===== config.mk =====
export PLATFORM = sky130hd
export DESIGN_NAME = frfc_level
export DESIGN_NICKNAME = d
export VERILOG_FILES = /design/src/frfc_pkg.sv /design/src/frfc_level.sv
export SDC_FILE = /design/constraint.sdc
export NUM_CORES = 1
export LEC_CHECK = 0
export BUFFER_PORTS_ARGS = -buffer_cell sky130_fd_sc_hd__buf_2
export CAP_MARGIN = 20
export CORE_ASPECT_RATIO = 0.9
export CORE_MARGIN = 2
export CORE_UTILIZATION = 54
export DETAILED_ROUTE_END_ITERATION = 7
export PLACE_DENSITY = 0.82
export SYNTH_ARGS = -nofsm -noshare
export SYNTH_HDL_FRONTEND = slang
export SYNTH_SLANG_ARGS = --single-unit

===== constraint.sdc =====
create_clock -name vclk -period 5.3
set_input_delay 0.53 -clock vclk [all_inputs]
set_output_delay 0.53 -clock vclk [all_outputs]
set_load 0.02 [all_outputs]

===== src/frfc_pkg.sv =====
// Shared types and constants for the framed byte ring with commit and abort.
package frfc_pkg;

    localparam int RING_BYTES_DEF = 16384;
    localparam int CFG_DATA_W     = 13;
    localparam int CFG_INDEX_W    = 2;
    localparam int SLACK_W        = 13;
    localparam int LEN_BYTES      = 4;
    localparam int LEN_CNT_W      = 2;

    localparam logic [SLACK_W-1:0] SLACK_RESET = 13'd200;

    localparam logic [CFG_INDEX_W-1:0] CFG_TYPE_EN   = 2'd0;
    localparam logic [CFG_INDEX_W-1:0] CFG_TYPE_CODE = 2'd1;
    localparam logic [CFG_INDEX_W-1:0] CFG_SLACK     = 2'd2;

    typedef enum logic [2:0] {
        MODE_WRITE = 3'd0,
        MODE_BEGIN = 3'd1,
        MODE_END   = 3'd2,
        MODE_ABORT = 3'd3,
        MODE_READ  = 3'd4,
        MODE_DONE  = 3'd5
    } mode_t;

    typedef enum logic [1:0] {
        STAT_OK      = 2'd0,
        STAT_EMPTY   = 2'd1,
        STAT_FULL    = 2'd2,
        STAT_NOTHING = 2'd3
    } status_t;

    typedef enum logic [1:0] {
        S_IDLE,
        S_KIND,
        S_LEN
    } state_t;

    typedef struct packed {
        logic    strobe;
        logic    rvalid;
        status_t status;
        logic    done;
    } result_t;

endpackage


===== src/frfc_level.sv =====
// Fill level reporting: free space less slack and the flush flag.
module frfc_level #(
    parameter int RING_BYTES = frfc_pkg::RING_BYTES_DEF
) (
    input  logic [$clog2(RING_BYTES)-1:0] wp,
    input  logic [$clog2(RING_BYTES)-1:0] rp,
    input  logic [$clog2(RING_BYTES)-1:0] cp,
    input  logic [frfc_pkg::SLACK_W-1:0]  slack,
    output logic [$clog2(RING_BYTES):0]   free_bytes,
    output logic                          flush_due
);
    import frfc_pkg::*;

    localparam int PTR_W  = $clog2(RING_BYTES);
    localparam int FREE_W = PTR_W + 1;
    localparam int CMP_W  = (FREE_W > SLACK_W) ? FREE_W : SLACK_W;
    localparam logic [PTR_W-1:0] FLUSH_AT = PTR_W'(RING_BYTES * 3 / 4);

    logic [PTR_W-1:0]  filled;
    logic [PTR_W-1:0]  uncommitted;
    logic [FREE_W-1:0] raw_free;
    logic [CMP_W-1:0]  free_ext;
    logic [CMP_W-1:0]  slack_ext;
    logic [CMP_W-1:0]  diff;

    assign filled      = wp - rp;
    assign uncommitted = wp - cp;
    assign raw_free    = FREE_W'(RING_BYTES) - {1'b0, filled};
    assign free_ext    = CMP_W'(raw_free);
    assign slack_ext   = CMP_W'(slack);
    assign diff        = free_ext - slack_ext;
    assign free_bytes  = (free_ext > slack_ext) ? diff[FREE_W-1:0] : '0;
    assign flush_due   = (uncommitted >= FLUSH_AT);

endmodule


Yosys cells after proc, flatten, opt, wreduce, memory -nomap -nowiden. Cells that the tools add are included.

Magnitude comparators: 2. Muxes and demuxes: 1. Add/subtract/negate cells: 4.

Operators with widths (number): subtractor 14 bit (2); > comparator 15 x 13 -> 1 bit (1); two-way mux 15 bit (1); subtractor 15 x 13 -> 15 bit (1); subtractor 15 x 14 -> 15 bit (first input constant) (1); >= comparator 14 bit (second input constant) (1).

Word-level logic and storage cells: 7. Flip-flop bits (word level): 0. Output and inout port bits: 16.

Longest topological paths before layout.
Depth after elaboration: 4. Depth in mapped cells: 20. Mapped depth without buffers: 18.

Worst setup path before layout. OpenSTA, ideal clock, no wires.

Path type: input-to-output. Start: in wp[0]. End: out free_bytes[10]. Stages on the path: 19. Path slack: 0.280 ns. Required time: 4.770 ns. Arrival: 4.490 ns. Cells stage by stage: inv_1 > ha_1 > fa_1 > xor2_1 > nand2_1 > a21boi_1 > o21ai_1 > or3_1 > nor2b_1 > xnor2_1 > ha_1 > a21oi_1 > o21ai_0 > a21o_1 > a221o_1 > a211o_1 > mux2i_1 > clkbuf_1 > nor2_1.

Longest elaborated chain between the ends: 4. Elaborated cells between the ends (all ways): 5. Those cells by class: add/sub (3); order compare (1); mux (1).

RTL lines: start, declared (RTL line frfc_level.sv:5) `input logic [$clog2(RING_BYTES)-1:0] wp,`; subtractor 14 bit * (RTL line frfc_level.sv:26) `assign filled = wp - rp;`; subtractor 15 x 14 -> 15 bit * (RTL line frfc_level.sv:28) `assign raw_free = FREE_W'(RING_BYTES) - {1'b0, filled};`; subtractor 15 x 13 -> 15 bit or > comparator 15 x 13 -> 1 bit (tied branches) (RTL line frfc_level.sv:31, frfc_level.sv:32); two-way mux 15 bit * (RTL line frfc_level.sv:32) `assign free_bytes = (free_ext > slack_ext) ? diff[FREE_W-1:0] : '0;`; end, declared (RTL line frfc_level.sv:9) `output logic [$clog2(RING_BYTES):0] free_bytes,`.

Mark *: on every way between the ends. The rest lies on a longest branch, timed or not.

Worst setup path in the final report.
Start: in rp[1]. End: out free_bytes[8].

Longest elaborated chain between the ends: 4. Elaborated cells between the ends (all ways): 5. Those cells by class: add/sub (3); order compare (1); mux (1).

RTL lines: start, declared (RTL line frfc_level.sv:6) `input logic [$clog2(RING_BYTES)-1:0] rp,`; subtractor 14 bit * (RTL line frfc_level.sv:26); subtractor 15 x 14 -> 15 bit * (RTL line frfc_level.sv:28); subtractor 15 x 13 -> 15 bit or > comparator 15 x 13 -> 1 bit (tied branches) (RTL line frfc_level.sv:31, frfc_level.sv:32); two-way mux 15 bit * (RTL line frfc_level.sv:32).

Marks and branches as above.

==> results.yml <==
sta:
  finalSetupViolCount: 0
  finalCriticalPeriod_ps: 5170
  worst_pin_slew_ps: 581
  final.period_utilization: 0.975
  timing.hold.ws_ps: 1480
  slew_violations: 0
  max_freq_ghz: 0.193
  worst_slack_ps: 131
  hold_viol: 0
  timing.slew.headroom: 0.611
drt:
  drt-initial-drc-count: 158
  drtPass1Iterations: 4
  antenna_left: 0
  vias: 2486
  vias_per_cell: 5.71
  wire_per_inst_um: 12.7
  drc: 0
  wirelength_mm: 5.51
worst_setup_path:
  cp-startpoint: "rp[1]"
  crit_type: "primary input to output pin"
  worstPathArrival_ps: 4640
  cp-start-kind: "primary input"
  crit_path_max_fanout: 6
  cp.required_ps: 4770
  end_kind: "output pin"
placed_design:
  portBuffers: 71
  dpl_worst_slack_ps: 16.7
  dpl_cell_area_um2: 2570
  dp.final_hpwl_mm: 4.47
  place.gp.congestion: 0.853
finish:
  drive_gt1_frac: 0.285
  n_fill_cell: 348
  nNetsFinal: 488
  area_delta_synth_final_pct: 26.4
  antenna_cells: 0
  nFlopsAndLatches: 0
  nClkBuffers: 0
  finalInstanceArea_um2: 2720
  final-seq-area_um2: 0
  final_util: 0.720
logic_synthesis:
  synth_area_leaders: "ha_1 23%, inv_1 8.4%, xnor2_1 6.9%"
  yosysTopAreaCell: "ha_1"
  synth_top_area_share: 0.232
  yosysWarnings: 0
  netlist_area_um2: 2150
  syn_inst: 314
  synth_area_per_cell_um2: 6.86
  seq_area_frac_synth: 0
  synth_cell_types: 54
  syn_nets: 411
hold_path:
  hp-class: "primary input to output pin"
  whs_path_depth: 4
  min_from: "slack[0]"
  min_to: "free_bytes[0]"
power:
  comb_power_share: 1.000
  p_int_uw: 258
  finalPower_uw: 609
  p_sw_frac: 0.576
  irDropWorstVdd_mv: 0.193
  power_frac_seq: 0
  p_sw_uw: 350
  p_clk_frac: 0
  power_leakage_nw: 1.39
  power_density_nw_per_um2: 223
global_route:
  grt_pass1_vias: 2365
  antenna_found_initial: 0
  grt_max_degree: 14
  grt_pass1_wl_mm: 9.21
  grt_usage: 0.232
  overflow: 0
floorplan:
  start_util: 0.569
  rows: 21
  io_pins: 71
  die-width_um: 70.6
  coreArea_um2: 3780
  dieArea_um2: 4510
  die_height_um: 63.9
clock_tree:
  cts_hold_buf: 0
status:
  outcome: "completed"
run:
  maxCapViolations: 0
cell usage in the layout (no fill, tap or decap), drive strengths merged, types with 2 or more instances in the layout:
master,n
buf,80
inv,48
ha,40
nor2,28
a21oi,22
o21ai,20
xnor2,17
nand2,16
xor2,14
o21a,10
nor3,10
nor2b,10
and3,5
nand2b,5
a21o,5
nand3,5
or3,5
nand4,4
a211oi,4
and2,3
or4,2
a31oi,2
a2bb2oi,2
nor4,2
a2111oi,2
o211ai,2
o31ai,2
a211o,2
o31a,2
a21boi,2
a221oi,2
mux2i,2
fa,2
metal layers:
layer  global-route usage  vias to the layer above  wire length, um
met2                0.452                       60             2840
li1                     -                     1265                -
met5                    0                        -                0
met4               0.0118                        0               19
met3              0.00631                        2              211
met1                0.298                     1159             2440
cell usage after synthesis, types with 2 or more instances:
library cell	number
or3_1	4
o21a_1	10
nor2_1	28
xnor2_1	17
a2111oi_0	2
a2bb2oi_1	2
nor4_1	2
inv_1	48
a21o_1	5
mux2i_1	2
buf_2	2
and3_1	5
nor3_1	10
a211o_1	2
a31oi_1	2
o21ai_1	7
clkbuf_1	2
xor2_1	14
a211oi_1	3
a21oi_2	2
a21oi_1	20
nand2_1	16
nand3_1	5
ha_1	40
a221oi_1	2
and2_1	3
o211ai_1	2
nand2b_1	5
or4_1	2
nand4_1	4
o31ai_1	2
nor2b_1	9
fa_1	2
o21ai_0	13
worst max path at each step:
| stage | endpoint | slack [ps] | cells after the start |
|---|---|---|---|
| final | free_bytes[8] | 130 | 20 |
| after global routing | free_bytes[9] | -10 | 20 |
| after CTS | free_bytes[3] | 9 | 21 |
| after detailed placement | free_bytes[3] | 20 | 21 |
| after global placement | free_bytes[3] | 180 | 21 |
| after floorplan | free_bytes[10] | 280 | 19 |
through the flow:
step,std cells,TNS [ps]
finish,435,0
floorplan,314,0
global placement,430,0
CTS,430,0
global route,435,-37.1
detailed placement,430,0
power groups by stage:
stage          combinational, mW  sequential (mW)  clock [mW]
2_1_floorplan              0.420                0           0
3_3_place_gp               0.549                0           0
3_5_place_dp               0.559                0           0
4_1_cts                    0.562                0           0
5_1_grt                    0.673                0           0
6_report                   0.609                0           0
area by class of cell:
| cell class | count | area, um^2 | area share |
|---|---|---|---|
| timing repair buffer | 80 | 427 | 0.157 |
| tap | 46 | 57.6 | 0.0211 |
| inverter | 48 | 180 | 0.0661 |
| multi-input combinational | 261 | 2060 | 0.756 |
worst max-delay path, cell delays in order:
cell and delay (ps):
buf_2 110, inv_1 40, ha_1 280, nor2b_1 160, o2111ai_2 280, a21oi_2 130
or3_4 360, a211oi_4 280, or3b_4 420, nor2_1 140, xnor2_1 150, ha_2 340
nand2_1 100, nor2b_1 80, a221o_1 330, a211o_1 280, mux2i_2 220, buf_4 200
nor2_1 50, buf_2 150
cell families (layout without fill, tap and decap cells):
family                     count (synthesis)  count (layout)  share of synthesized area
muxes                                      2               2                    0.00929
xor gates and xnor gates                  31              31                      0.126
AOI/OAI and AO/OA                         88              88                      0.281
and+or+nand+nor                           98              98                      0.236
buffers and inverters                     53             128                     0.0970
adders and majority gates                 42              42                      0.251
timing repair:
action / CTS / global route
buffers inserted: 0 / 4
hold endpoints to repair: 0 / 0
gates resized for setup: 0 / 32
setup endpoints to repair: 0 / 15
No activity file was read; power rests on OpenSTA's default activity.
