[src/frfc_pkg.sv]
// Shared types and constants for the framed byte ring with commit and abort.
package frfc_pkg;

    localparam int RING_BYTES_DEF = 16384;
    localparam int CFG_DATA_W     = 13;
    localparam int CFG_INDEX_W    = 2;
    localparam int SLACK_W        = 13;
    localparam int LEN_BYTES      = 4;
    localparam int LEN_CNT_W      = 2;

    localparam logic [SLACK_W-1:0] SLACK_RESET = 13'd200;

    localparam logic [CFG_INDEX_W-1:0] CFG_TYPE_EN   = 2'd0;
    localparam logic [CFG_INDEX_W-1:0] CFG_TYPE_CODE = 2'd1;
    localparam logic [CFG_INDEX_W-1:0] CFG_SLACK     = 2'd2;

    typedef enum logic [2:0] {
        MODE_WRITE = 3'd0,
        MODE_BEGIN = 3'd1,
        MODE_END   = 3'd2,
        MODE_ABORT = 3'd3,
        MODE_READ  = 3'd4,
        MODE_DONE  = 3'd5
    } mode_t;

    typedef enum logic [1:0] {
        STAT_OK      = 2'd0,
        STAT_EMPTY   = 2'd1,
        STAT_FULL    = 2'd2,
        STAT_NOTHING = 2'd3
    } status_t;

    typedef enum logic [1:0] {
        S_IDLE,
        S_KIND,
        S_LEN
    } state_t;

    typedef struct packed {
        logic    strobe;
        logic    rvalid;
        status_t status;
        logic    done;
    } result_t;

endpackage

[src/frfc_ctrl.sv]
// Request sequencer: pointers, configuration and ring store write/read control.
module frfc_ctrl #(
    parameter int RING_BYTES = frfc_pkg::RING_BYTES_DEF
) (
    input  logic                              clk,
    input  logic                              rst_n,
    input  logic                              start,
    output logic                              busy,
    input  logic [2:0]                        mode,
    input  logic [7:0]                        data_byte,
    input  logic [7:0]                        frame_kind,
    input  logic                              cfg_we,
    input  logic [frfc_pkg::CFG_INDEX_W-1:0]  cfg_index,
    input  logic [frfc_pkg::CFG_DATA_W-1:0]   cfg_data,
    output logic                              mem_we,
    output logic [$clog2(RING_BYTES)-1:0]     mem_waddr,
    output logic [7:0]                        mem_wdata,
    output logic                              mem_re,
    output logic [$clog2(RING_BYTES)-1:0]     mem_raddr,
    output logic [$clog2(RING_BYTES)-1:0]     wp,
    output logic [$clog2(RING_BYTES)-1:0]     rp,
    output logic [$clog2(RING_BYTES)-1:0]     cp,
    output logic [frfc_pkg::SLACK_W-1:0]      slack,
    output frfc_pkg::result_t                 result
);
    import frfc_pkg::*;

    localparam int PTR_W = $clog2(RING_BYTES);
    localparam int LEN_W = (PTR_W > 8) ? PTR_W : 8;
    localparam logic [PTR_W-1:0]     RING_MASK = PTR_W'(RING_BYTES - 1);
    localparam logic [LEN_CNT_W-1:0] LEN_LAST  = LEN_CNT_W'(LEN_BYTES - 1);

    state_t               state_reg, state_next;
    logic [PTR_W-1:0]     wp_reg, wp_next;
    logic [PTR_W-1:0]     cp_reg, cp_next;
    logic [PTR_W-1:0]     rp_reg, rp_next;
    logic                 done_reg, done_next;
    logic                 tl_reg;
    logic [7:0]           code_reg;
    logic [SLACK_W-1:0]   slack_reg;
    logic [LEN_W-1:0]     len_reg, len_next;
    logic [PTR_W-1:0]     patch_reg, patch_next;
    logic [LEN_CNT_W-1:0] cnt_reg, cnt_next;
    logic [7:0]           kind_reg, kind_next;
    result_t              res_reg, res_next;

    logic                 accept;
    logic [PTR_W-1:0]     dist_rw;
    logic [PTR_W-1:0]     used_cw;
    logic                 room_write;
    logic                 room_begin;
    logic                 frame_empty;
    logic [PTR_W-1:0]     frame_len;
    logic [PTR_W:0]       hdr_len;

    assign accept      = start && (state_reg == S_IDLE);
    assign dist_rw     = wp_reg - rp_reg;
    assign used_cw     = wp_reg - cp_reg;
    assign room_write  = ~&dist_rw;
    assign hdr_len     = tl_reg ? (PTR_W + 1)'(6) : (PTR_W + 1)'(5);
    assign room_begin  = ({1'b0, dist_rw} + hdr_len) <= {1'b0, RING_MASK};
    assign frame_empty = {1'b0, used_cw} <= hdr_len;
    assign frame_len   = used_cw - (tl_reg ? PTR_W'(5) : PTR_W'(4));

    always_comb
    begin
        state_next = state_reg;
        unique case (state_reg)
            S_IDLE:
            begin
                if (accept)
                begin
                    if ((mode_t'(mode) == MODE_BEGIN) && room_begin && tl_reg)
                    begin
                        state_next = S_KIND;
                    end
                    else if ((mode_t'(mode) == MODE_END) && !frame_empty)
                    begin
                        state_next = S_LEN;
                    end
                end
            end
            S_KIND:
            begin
                state_next = S_IDLE;
            end
            S_LEN:
            begin
                if (cnt_reg == LEN_LAST)
                begin
                    state_next = S_IDLE;
                end
            end
            default:
            begin
                state_next = S_IDLE;
            end
        endcase
    end

    always_comb
    begin
        wp_next    = wp_reg;
        cp_next    = cp_reg;
        rp_next    = rp_reg;
        done_next  = done_reg;
        len_next   = len_reg;
        patch_next = patch_reg;
        cnt_next   = cnt_reg;
        kind_next  = kind_reg;
        res_next   = '{strobe: 1'b0, rvalid: 1'b0, status: STAT_OK, done: done_reg};
        mem_we     = 1'b0;
        mem_waddr  = wp_reg;
        mem_wdata  = data_byte;
        mem_re     = 1'b0;
        mem_raddr  = rp_reg;
        unique case (state_reg)
            S_IDLE:
            begin
                if (accept)
                begin
                    res_next.strobe = 1'b1;
                    unique case (mode_t'(mode))
                        MODE_WRITE:
                        begin
                            if (room_write)
                            begin
                                mem_we  = 1'b1;
                                wp_next = wp_reg + PTR_W'(1);
                            end
                            else
                            begin
                                res_next.status = STAT_FULL;
                            end
                        end
                        MODE_BEGIN:
                        begin
                            if (!room_begin)
                            begin
                                res_next.status = STAT_FULL;
                            end
                            else if (tl_reg)
                            begin
                                mem_we          = 1'b1;
                                mem_wdata       = code_reg;
                                kind_next       = frame_kind;
                                res_next.strobe = 1'b0;
                            end
                            else
                            begin
                                mem_we    = 1'b1;
                                mem_waddr = wp_reg + PTR_W'(4);
                                mem_wdata = frame_kind;
                                wp_next   = wp_reg + PTR_W'(5);
                            end
                        end
                        MODE_END:
                        begin
                            if (frame_empty)
                            begin
                                wp_next         = cp_reg;
                                res_next.status = STAT_EMPTY;
                            end
                            else
                            begin
                                len_next        = LEN_W'(frame_len);
                                patch_next      = cp_reg + PTR_W'(tl_reg);
                                cnt_next        = '0;
                                res_next.strobe = 1'b0;
                            end
                        end
                        MODE_ABORT:
                        begin
                            wp_next = cp_reg;
                        end
                        MODE_READ:
                        begin
                            if (rp_reg == cp_reg)
                            begin
                                res_next.status = STAT_NOTHING;
                            end
                            else
                            begin
                                mem_re          = 1'b1;
                                rp_next         = rp_reg + PTR_W'(1);
                                res_next.rvalid = 1'b1;
                            end
                        end
                        MODE_DONE:
                        begin
                            done_next     = 1'b1;
                            res_next.done = 1'b1;
                        end
                        default:
                        begin
                            res_next.status = STAT_OK;
                        end
                    endcase
                end
            end
            S_KIND:
            begin
                mem_we          = 1'b1;
                mem_waddr       = wp_reg + PTR_W'(5);
                mem_wdata       = kind_reg;
                wp_next         = wp_reg + PTR_W'(6);
                res_next.strobe = 1'b1;
            end
            S_LEN:
            begin
                mem_we     = 1'b1;
                mem_waddr  = patch_reg;
                mem_wdata  = len_reg[7:0];
                len_next   = len_reg >> 8;
                patch_next = patch_reg + PTR_W'(1);
                cnt_next   = cnt_reg + LEN_CNT_W'(1);
                if (cnt_reg == LEN_LAST)
                begin
                    cp_next         = wp_reg;
                    res_next.strobe = 1'b1;
                end
            end
            default:
            begin
                res_next.strobe = 1'b0;
            end
        endcase
    end

    always_ff @(posedge clk or negedge rst_n)
    begin
        if (!rst_n)
        begin
            state_reg <= S_IDLE;
            wp_reg    <= '0;
            cp_reg    <= '0;
            rp_reg    <= '0;
            done_reg  <= 1'b0;
            cnt_reg   <= '0;
            res_reg   <= '{strobe: 1'b0, rvalid: 1'b0, status: STAT_OK, done: 1'b0};
            tl_reg    <= 1'b0;
            code_reg  <= '0;
            slack_reg <= SLACK_RESET;
        end
        else
        begin
            state_reg <= state_next;
            wp_reg    <= wp_next;
            cp_reg    <= cp_next;
            rp_reg    <= rp_next;
            done_reg  <= done_next;
            cnt_reg   <= cnt_next;
            res_reg   <= res_next;
            if (cfg_we)
            begin
                unique case (cfg_index)
                    CFG_TYPE_EN:   tl_reg    <= cfg_data[0];
                    CFG_TYPE_CODE: code_reg  <= cfg_data[7:0];
                    CFG_SLACK:     slack_reg <= cfg_data[SLACK_W-1:0];
                    default:       tl_reg    <= tl_reg;
                endcase
            end
        end
    end

    always_ff @(posedge clk)
    begin
        len_reg   <= len_next;
        patch_reg <= patch_next;
        kind_reg  <= kind_next;
    end

    assign busy   = (state_reg != S_IDLE);
    assign wp     = wp_reg;
    assign rp     = rp_reg;
    assign cp     = cp_reg;
    assign slack  = slack_reg;
    assign result = res_reg;

endmodule

[config.mk]
export PLATFORM = sky130hd
export DESIGN_NAME = frfc_ctrl
export DESIGN_NICKNAME = d
export VERILOG_FILES = /design/src/frfc_pkg.sv /design/src/frfc_ctrl.sv
export SDC_FILE = /design/constraint.sdc
export NUM_CORES = 1
export LEC_CHECK = 0
export BUFFER_PORTS_ARGS = -buffer_cell sky130_fd_sc_hd__clkbuf_2
export CORE_MARGIN = 2
export CORE_UTILIZATION = 30
export CTS_BUF_LIST = sky130_fd_sc_hd__clkbuf_16
export CTS_CLUSTER_DIAMETER = 60
export DETAILED_ROUTE_END_ITERATION = 10
export PLACE_DENSITY = 0.57
export REMOVE_ABC_BUFFERS = 1
export SYNTH_ARGS = -nofsm -noshare
export SYNTH_HDL_FRONTEND = slang
export SYNTH_SLANG_ARGS = --single-unit
[constraint.sdc]
create_clock -name clk -period 4.3 [get_ports clk]
set_input_delay 0.215 -clock clk [delete_from_list [all_inputs] [get_ports clk]]
set_output_delay 0.215 -clock clk [all_outputs]
set_load 0.05 [all_outputs]
* Word level (Yosys, flattened, before mapping)
Cells that the tools add are included.
Word-level totals: input bits 38, output and inout port bits 99, bits in registers 110, logic and storage cells 134
Operators by class: equality and inequality tests 21, bitwise operators 1, multiplexer cells 59, add/subtract/negate cells 12, order comparisons 2, reduce and logical (&&, ||, !) cells 23
Operators by type and width (count):
- 14-bit 2-to-1 mux | 15
- 14-bit one-hot mux with 2 select lines | 3
- 14-bit one-hot mux with 4 select lines | 1
- 14-bit by 1-bit adder with 14-bit output, second input constant | 3
- 14-bit by 3-bit adder with 14-bit output, second input constant | 3
- 14-bit one-hot mux with 3 select lines | 1
- 8-bit 2-to-1 mux | 4
- 14-bit subtractor | 2
- 8-bit one-hot mux with 3 select lines | 1
- 2-bit 2-to-1 mux | 11
- 14-bit by 3-bit adder with 15-bit output | 1
- 15-bit by 14-bit <= comparator with 1-bit output, second input constant | 1
- 14-bit by 1-bit adder with 14-bit output | 1
- 14-bit == test | 1
- 14-bit by 3-bit <= comparator with 1-bit output | 1
- 1-bit 2-to-1 mux | 14
- 14-bit AND reduction | 1
- 14-bit by 3-bit subtractor with 14-bit output | 1
- 3-bit inequality test, second input constant | 4
- 2-bit AND reduction | 5
- 2-bit one-hot mux with 2 select lines | 2
- 2-bit one-hot mux with 4 select lines | 1
- 4-bit AND reduction | 2
- 7-bit AND reduction | 1
- 23 further kinds | 38

* Depth between registers and ports, before layout
depth after elaboration 8, depth in mapped cells 15, gate-level depth less buffers 13

* Worst setup path after synthesis
No wires, ideal clock.
path type register to output, start point reg wp_reg[0], in the netlist wp[0], end point out mem_waddr[8], buffers on the path 0, cell stages (with the launch flop) 14, arrival 4.390 ns, setup slack -0.305 ns, required time 4.085 ns, cells stage by stage dfrtp_1 -> inv_1 -> ha_1 -> inv_1 -> fa_1 -> a211oi_1 -> o31ai_1 -> o21ai_0 -> o21a_1 -> xor2_1 -> nor4_2 -> nor4_1 -> a211oi_1 -> nor3_1
Between the ends: word-level cells in the longest chain between the ends 7, elaborated cells on any way between the ends 10
RTL lines:
- start, declared | RTL line frfc_ctrl.sv:34 | logic [PTR_W-1:0] wp_reg, wp_next;
- start signal, assigned | RTL line frfc_ctrl.sv:248 | wp_reg <= wp_next;
- 14-bit subtractor | RTL line frfc_ctrl.sv:57 | assign dist_rw = wp_reg - rp_reg;
- 14-bit by 3-bit adder with 15-bit output | RTL line frfc_ctrl.sv:61 | assign room_begin = ({1'b0, dist_rw} + hdr_len) <= {1'b0, RING_MASK};
- 15-bit by 14-bit <= comparator with 1-bit output | RTL line frfc_ctrl.sv:61
- 14-bit 2-to-1 mux | RTL line frfc_ctrl.sv:138 | if (!room_begin)
- 14-bit 2-to-1 mux | RTL line frfc_ctrl.sv:123 | unique case (mode_t'(mode))
- 14-bit 2-to-1 mux | RTL line frfc_ctrl.sv:120 | if (accept)
- 14-bit one-hot mux with 3 select lines (*) | RTL line frfc_ctrl.sv:117 | unique case (state_reg)
- end, declared | RTL line frfc_ctrl.sv:16 | output logic [$clog2(RING_BYTES)-1:0] mem_waddr,
Every way passes the cells marked *; elsewhere a longest branch is shown, timed or not.

* Worst setup path in the final report
start point reg rp_reg[1], in the netlist mem_raddr[1], end point out mem_waddr[4]
Between the ends: word-level cells in the longest chain between the ends 7
RTL lines:
- start, declared | RTL line frfc_ctrl.sv:36 | logic [PTR_W-1:0] rp_reg, rp_next;
- start signal, assigned | RTL line frfc_ctrl.sv:250 | rp_reg <= rp_next;
- 14-bit subtractor | RTL line frfc_ctrl.sv:57
- 14-bit by 3-bit adder with 15-bit output | RTL line frfc_ctrl.sv:61
- 15-bit by 14-bit <= comparator with 1-bit output | RTL line frfc_ctrl.sv:61
- 14-bit 2-to-1 mux | RTL line frfc_ctrl.sv:138
- 14-bit 2-to-1 mux | RTL line frfc_ctrl.sv:123
- 14-bit 2-to-1 mux | RTL line frfc_ctrl.sv:120
- 14-bit one-hot mux with 3 select lines | RTL line frfc_ctrl.sv:117
No other way between the ends.

==> reports/qor.yml <==
status:
  result_of_the_run: "completed"
sta:
  period_share_pct: 96.2
  hold_ws_ns: 0.00764
  worst_slew_margin_rel_pct: 29.7
  finalClockSkew_ns: 0.0216
  setup_tns_ns: 0
  final-max-slew-violation-count: 0
  unrepaired_setup_endpoints_after_global_routing: "true"
  layout_min_cycle_time_ns: 4.14
  worst-slew-pin-transition_ns: 1.06
  finalSetupViolCount: 0
  post-route-worst-setup-slack_ns: 0.163
  max_freq_ghz: 0.242
  number_of_hold_violations_in_the_final_report: 0
die:
  fp.dieArea_sq_mm: 0.0313
  io_pins: 137
  dieHeight_um: 177
  placementRows: 63
  die_width_um: 177
  initial_utilization_pct: 30.4
  area_inside_the_core_boundary_sq_mm: 0.0296
finish:
  finalNetCount: 1237
  syn2layout_area_growth_pct: 20.9
  drive_gt1_share_pct: 25.8
  num_antenna_cells: 0
  final_core_util_pct: 36.7
clocking:
  worst_setup_hold_path_clk_slew_ns: 0.09
  cts_h_tree_depth: 3
  ctsLongestPathBuffers: 2
  tritoncts_num_sinks: 110
  cts_buffers: 9
  clock_latency_ns: 0.37
  cts_hold_repair.buffers: 0
  cts_tree: "done"
  root_buffer: "clkbuf_16"
placement:
  gp_congestion: 0.900
  place.detailed.hpwl_mm: 23.1
  place_worst_setup_slack_ns: -0.0103
  numPortBuffers: 136
drt:
  wire_length_reported_by_the_detailed_router_mm: 30.9
  drt_pass_1_iters: 5
  via_per_inst: 5.50
  drtAntennaViolNets: 0
  detail_route.wl_per_cell_um: 20.0
  detailedRoute.firstIterationViolations: 540
  vias: 8504
  detailed_route_drc_error_count: 0
synth:
  synth.yosys.seq_area_share_pct: 32.7
  yosys_warnings: 0
  postSynth.asyncResetShare_pct: 67.3
  dominantRegCellSynth: "dfrtp_1"
  post_synth_inst_count: 1018
  postSynthRegisterBits: 110
  number_of_enable_type_register_cells_in_the_synthesized_netlist: 36
  synthDistinctLibCells: 78
  mappedNetlistArea_sq_mm: 0.00898
  syn-mean-instance-area_sq_um: 8.82
global_routing:
  track_usage_pct: 19.5
  grt_first_pass_wirelength_mm: 47.7
  grt_start_max_net_pins: 75
  grt_pass1_vias: 8354
  grt.overflow.total: 0
  antenna_found_initial: 0
worst_setup_path:
  critPathArrivalTime_ns: 3.92
  worstSetupPathType: "reg2out"
  type_of_destination_of_the_critical_path: "output pin"
  crit_fanout: 6
  setup.worst_path.start_class: "register"
  ff2ff_setup_slack_ns: 0.36
  critPathRequiredTime_ns: 4.09
power:
  power.share.sequential_pct: 18.2
  power.share.clock_pct: 9.3
  irDropWorstVdd_v: 0.000499
  combinational_power_share_pct: 72.6
  switching_power_total_w: 0.00540
  swShare_pct: 54.9
  design_power_total_w: 0.00983
  p_int_w: 0.00443
  powerDensity_mw_per_mm2: 905
  total_leakage_power_nw: 4.42
hold_path:
  min-delay-path-class: "in2async"
run:
  max_cap_violations: 0
[through the flow]
| step | std cells | cell area, sq um |
|---|---|---|
| finish | 1545 | 10900 |
| global route | 1545 | 10900 |
| CTS | 1540 | 10700 |
| detailed placement | 1520 | 10300 |
| global placement | 1520 | 10300 |
| floorplan | 943 | 8620 |
[power by group through the flow]
stage	Sequential, W	Combinational (W)	Clock [W]
after CTS	0.00178	0.00700	0.000930
after global routing	0.00182	0.00767	0.000968
after floorplan	0.00239	0.00418	0
after global placement	0.00179	0.00684	0
final	0.00179	0.00713	0.000912
after detailed placement	0.00180	0.00690	0
[routing by layer]
layer  up-vias  global-route usage [%]  part of all wire, %
met5         -                       0                    0
met4         0                    5.10                  2.0
met3        45                    3.20                  5.6
met2       277                    34.6                   50
met1      4174                    24.5                   42
li1       4008                       -                    -
[critical path, stage by stage (launching register included)]
cell	delay, ns
dfrtp_2	0.45
inv_1	0.15
ha_1	0.25
nor2b_1	0.19
o31ai_2	0.36
nand2_1	0.10
a221o_1	0.43
xnor2_4	0.24
nor4_4	0.07
buf_6	0.14
buf_4	0.15
nor4b_2	0.34
o21a_1	0.18
o22a_1	0.21
clkbuf_2	0.31
[logic make-up (layout without fill, tap and decap cells)]
logic type | Yosys count | count (layout) | share of synthesized area, %
multiplexers | 41 | 41 | 5.10
adder cells (fa/ha/maj) | 49 | 49 | 7.08
AND/OR/NAND/NOR | 300 | 300 | 16.8
AO/OA/AOI/OAI | 285 | 285 | 22.2
XOR/XNOR | 100 | 100 | 9.75
buffers and inverters | 133 | 270 | 6.42
flip-flops | 110 | 110 | 32.7
[what timing repair did]
action / CTS / global route
gates resized for setup: 13 / 28
pin swaps: 2 / 7
endpoints found under the setup margin: 21 / 59
setup buffers: 4 / 4
hold endpoints to repair: 0 / 0
cloned: 0 / 1
[cell type report]
cell class	instances	area, sq um
Clock buffer	9	225
Clock inverter	7	91.3
Fill cell	3014	18700
Inverter	58	218
Multi-Input combinational cell	775	5590
Sequential cell	110	2940
Tap cell	390	488
Timing Repair Buffer	196	1300
[synthesized netlist by cell type (8+ instances only)]
| cell type | n | area share (%) |
|---|---|---|
| ha_1 | 46 | 6.4 |
| xnor2_1 | 73 | 7.1 |
| a221o_1 | 15 | 1.7 |
| nor2b_1 | 11 | 0.77 |
| xor2_1 | 27 | 2.6 |
| inv_1 | 56 | 2.3 |
| nand4_1 | 19 | 1.3 |
| a21oi_1 | 61 | 3.4 |
| or3_1 | 9 | 0.63 |
| a2bb2oi_1 | 9 | 0.88 |
| a21o_1 | 9 | 0.75 |
| buf_4 | 15 | 1.3 |
| a221oi_1 | 16 | 1.6 |
| nor4_1 | 10 | 0.70 |
| mux2_2 | 38 | 4.8 |
| a211oi_1 | 13 | 1.1 |
| dfrtp_1 | 71 | 20 |
| nor3_1 | 29 | 1.6 |
| edfxtp_1 | 36 | 12 |
| o21ai_0 | 70 | 3.9 |
| and3_1 | 13 | 0.91 |
| nand3_1 | 33 | 1.8 |
| o31ai_1 | 8 | 0.67 |
| nor2_1 | 74 | 3.1 |
| clkbuf_1 | 53 | 2.2 |
| nand2_1 | 64 | 2.7 |
[path summary, 6_finish.rpt]
check,start,depth (start not counted),endpoint
worst max-delay path,mem_raddr[1],14,mem_waddr[4]
worst min-delay path,rst_n,1,result[2]
worst max register to register,wp[0],15,patch_reg[7]
worst min register to register,done_reg,1,done_reg
max in group asynchronous,rst_n,1,mem_raddr[6]
min in group clk,frame_kind[0],1,kind_reg[0]
[cells in the final DEF (no fill, tap or decap), types with 7 or more instances in the layout]
master and n:
a2bb2oi_1 8, xor2_1 26, o21ai_0 69, ha_1 44
clkbuf_2 121, a211oi_1 11, a21oi_1 60, nor2b_1 11
a221oi_1 15, nand2_1 64, edfxtp_1 36, a21o_1 9
a22oi_1 7, or3_1 9, a221o_1 15, and3_1 13
buf_4 60, inv_1 55, nand3_1 33, xnor2_1 72
and2_1 7, clkbuf_16 10, buf_12 9, nand4_1 19
mux2_2 38, nor4_1 9, dfrtp_1 67, nor3_1 27
nor2_1 74
No activity file was read; power rests on OpenSTA's default activity.
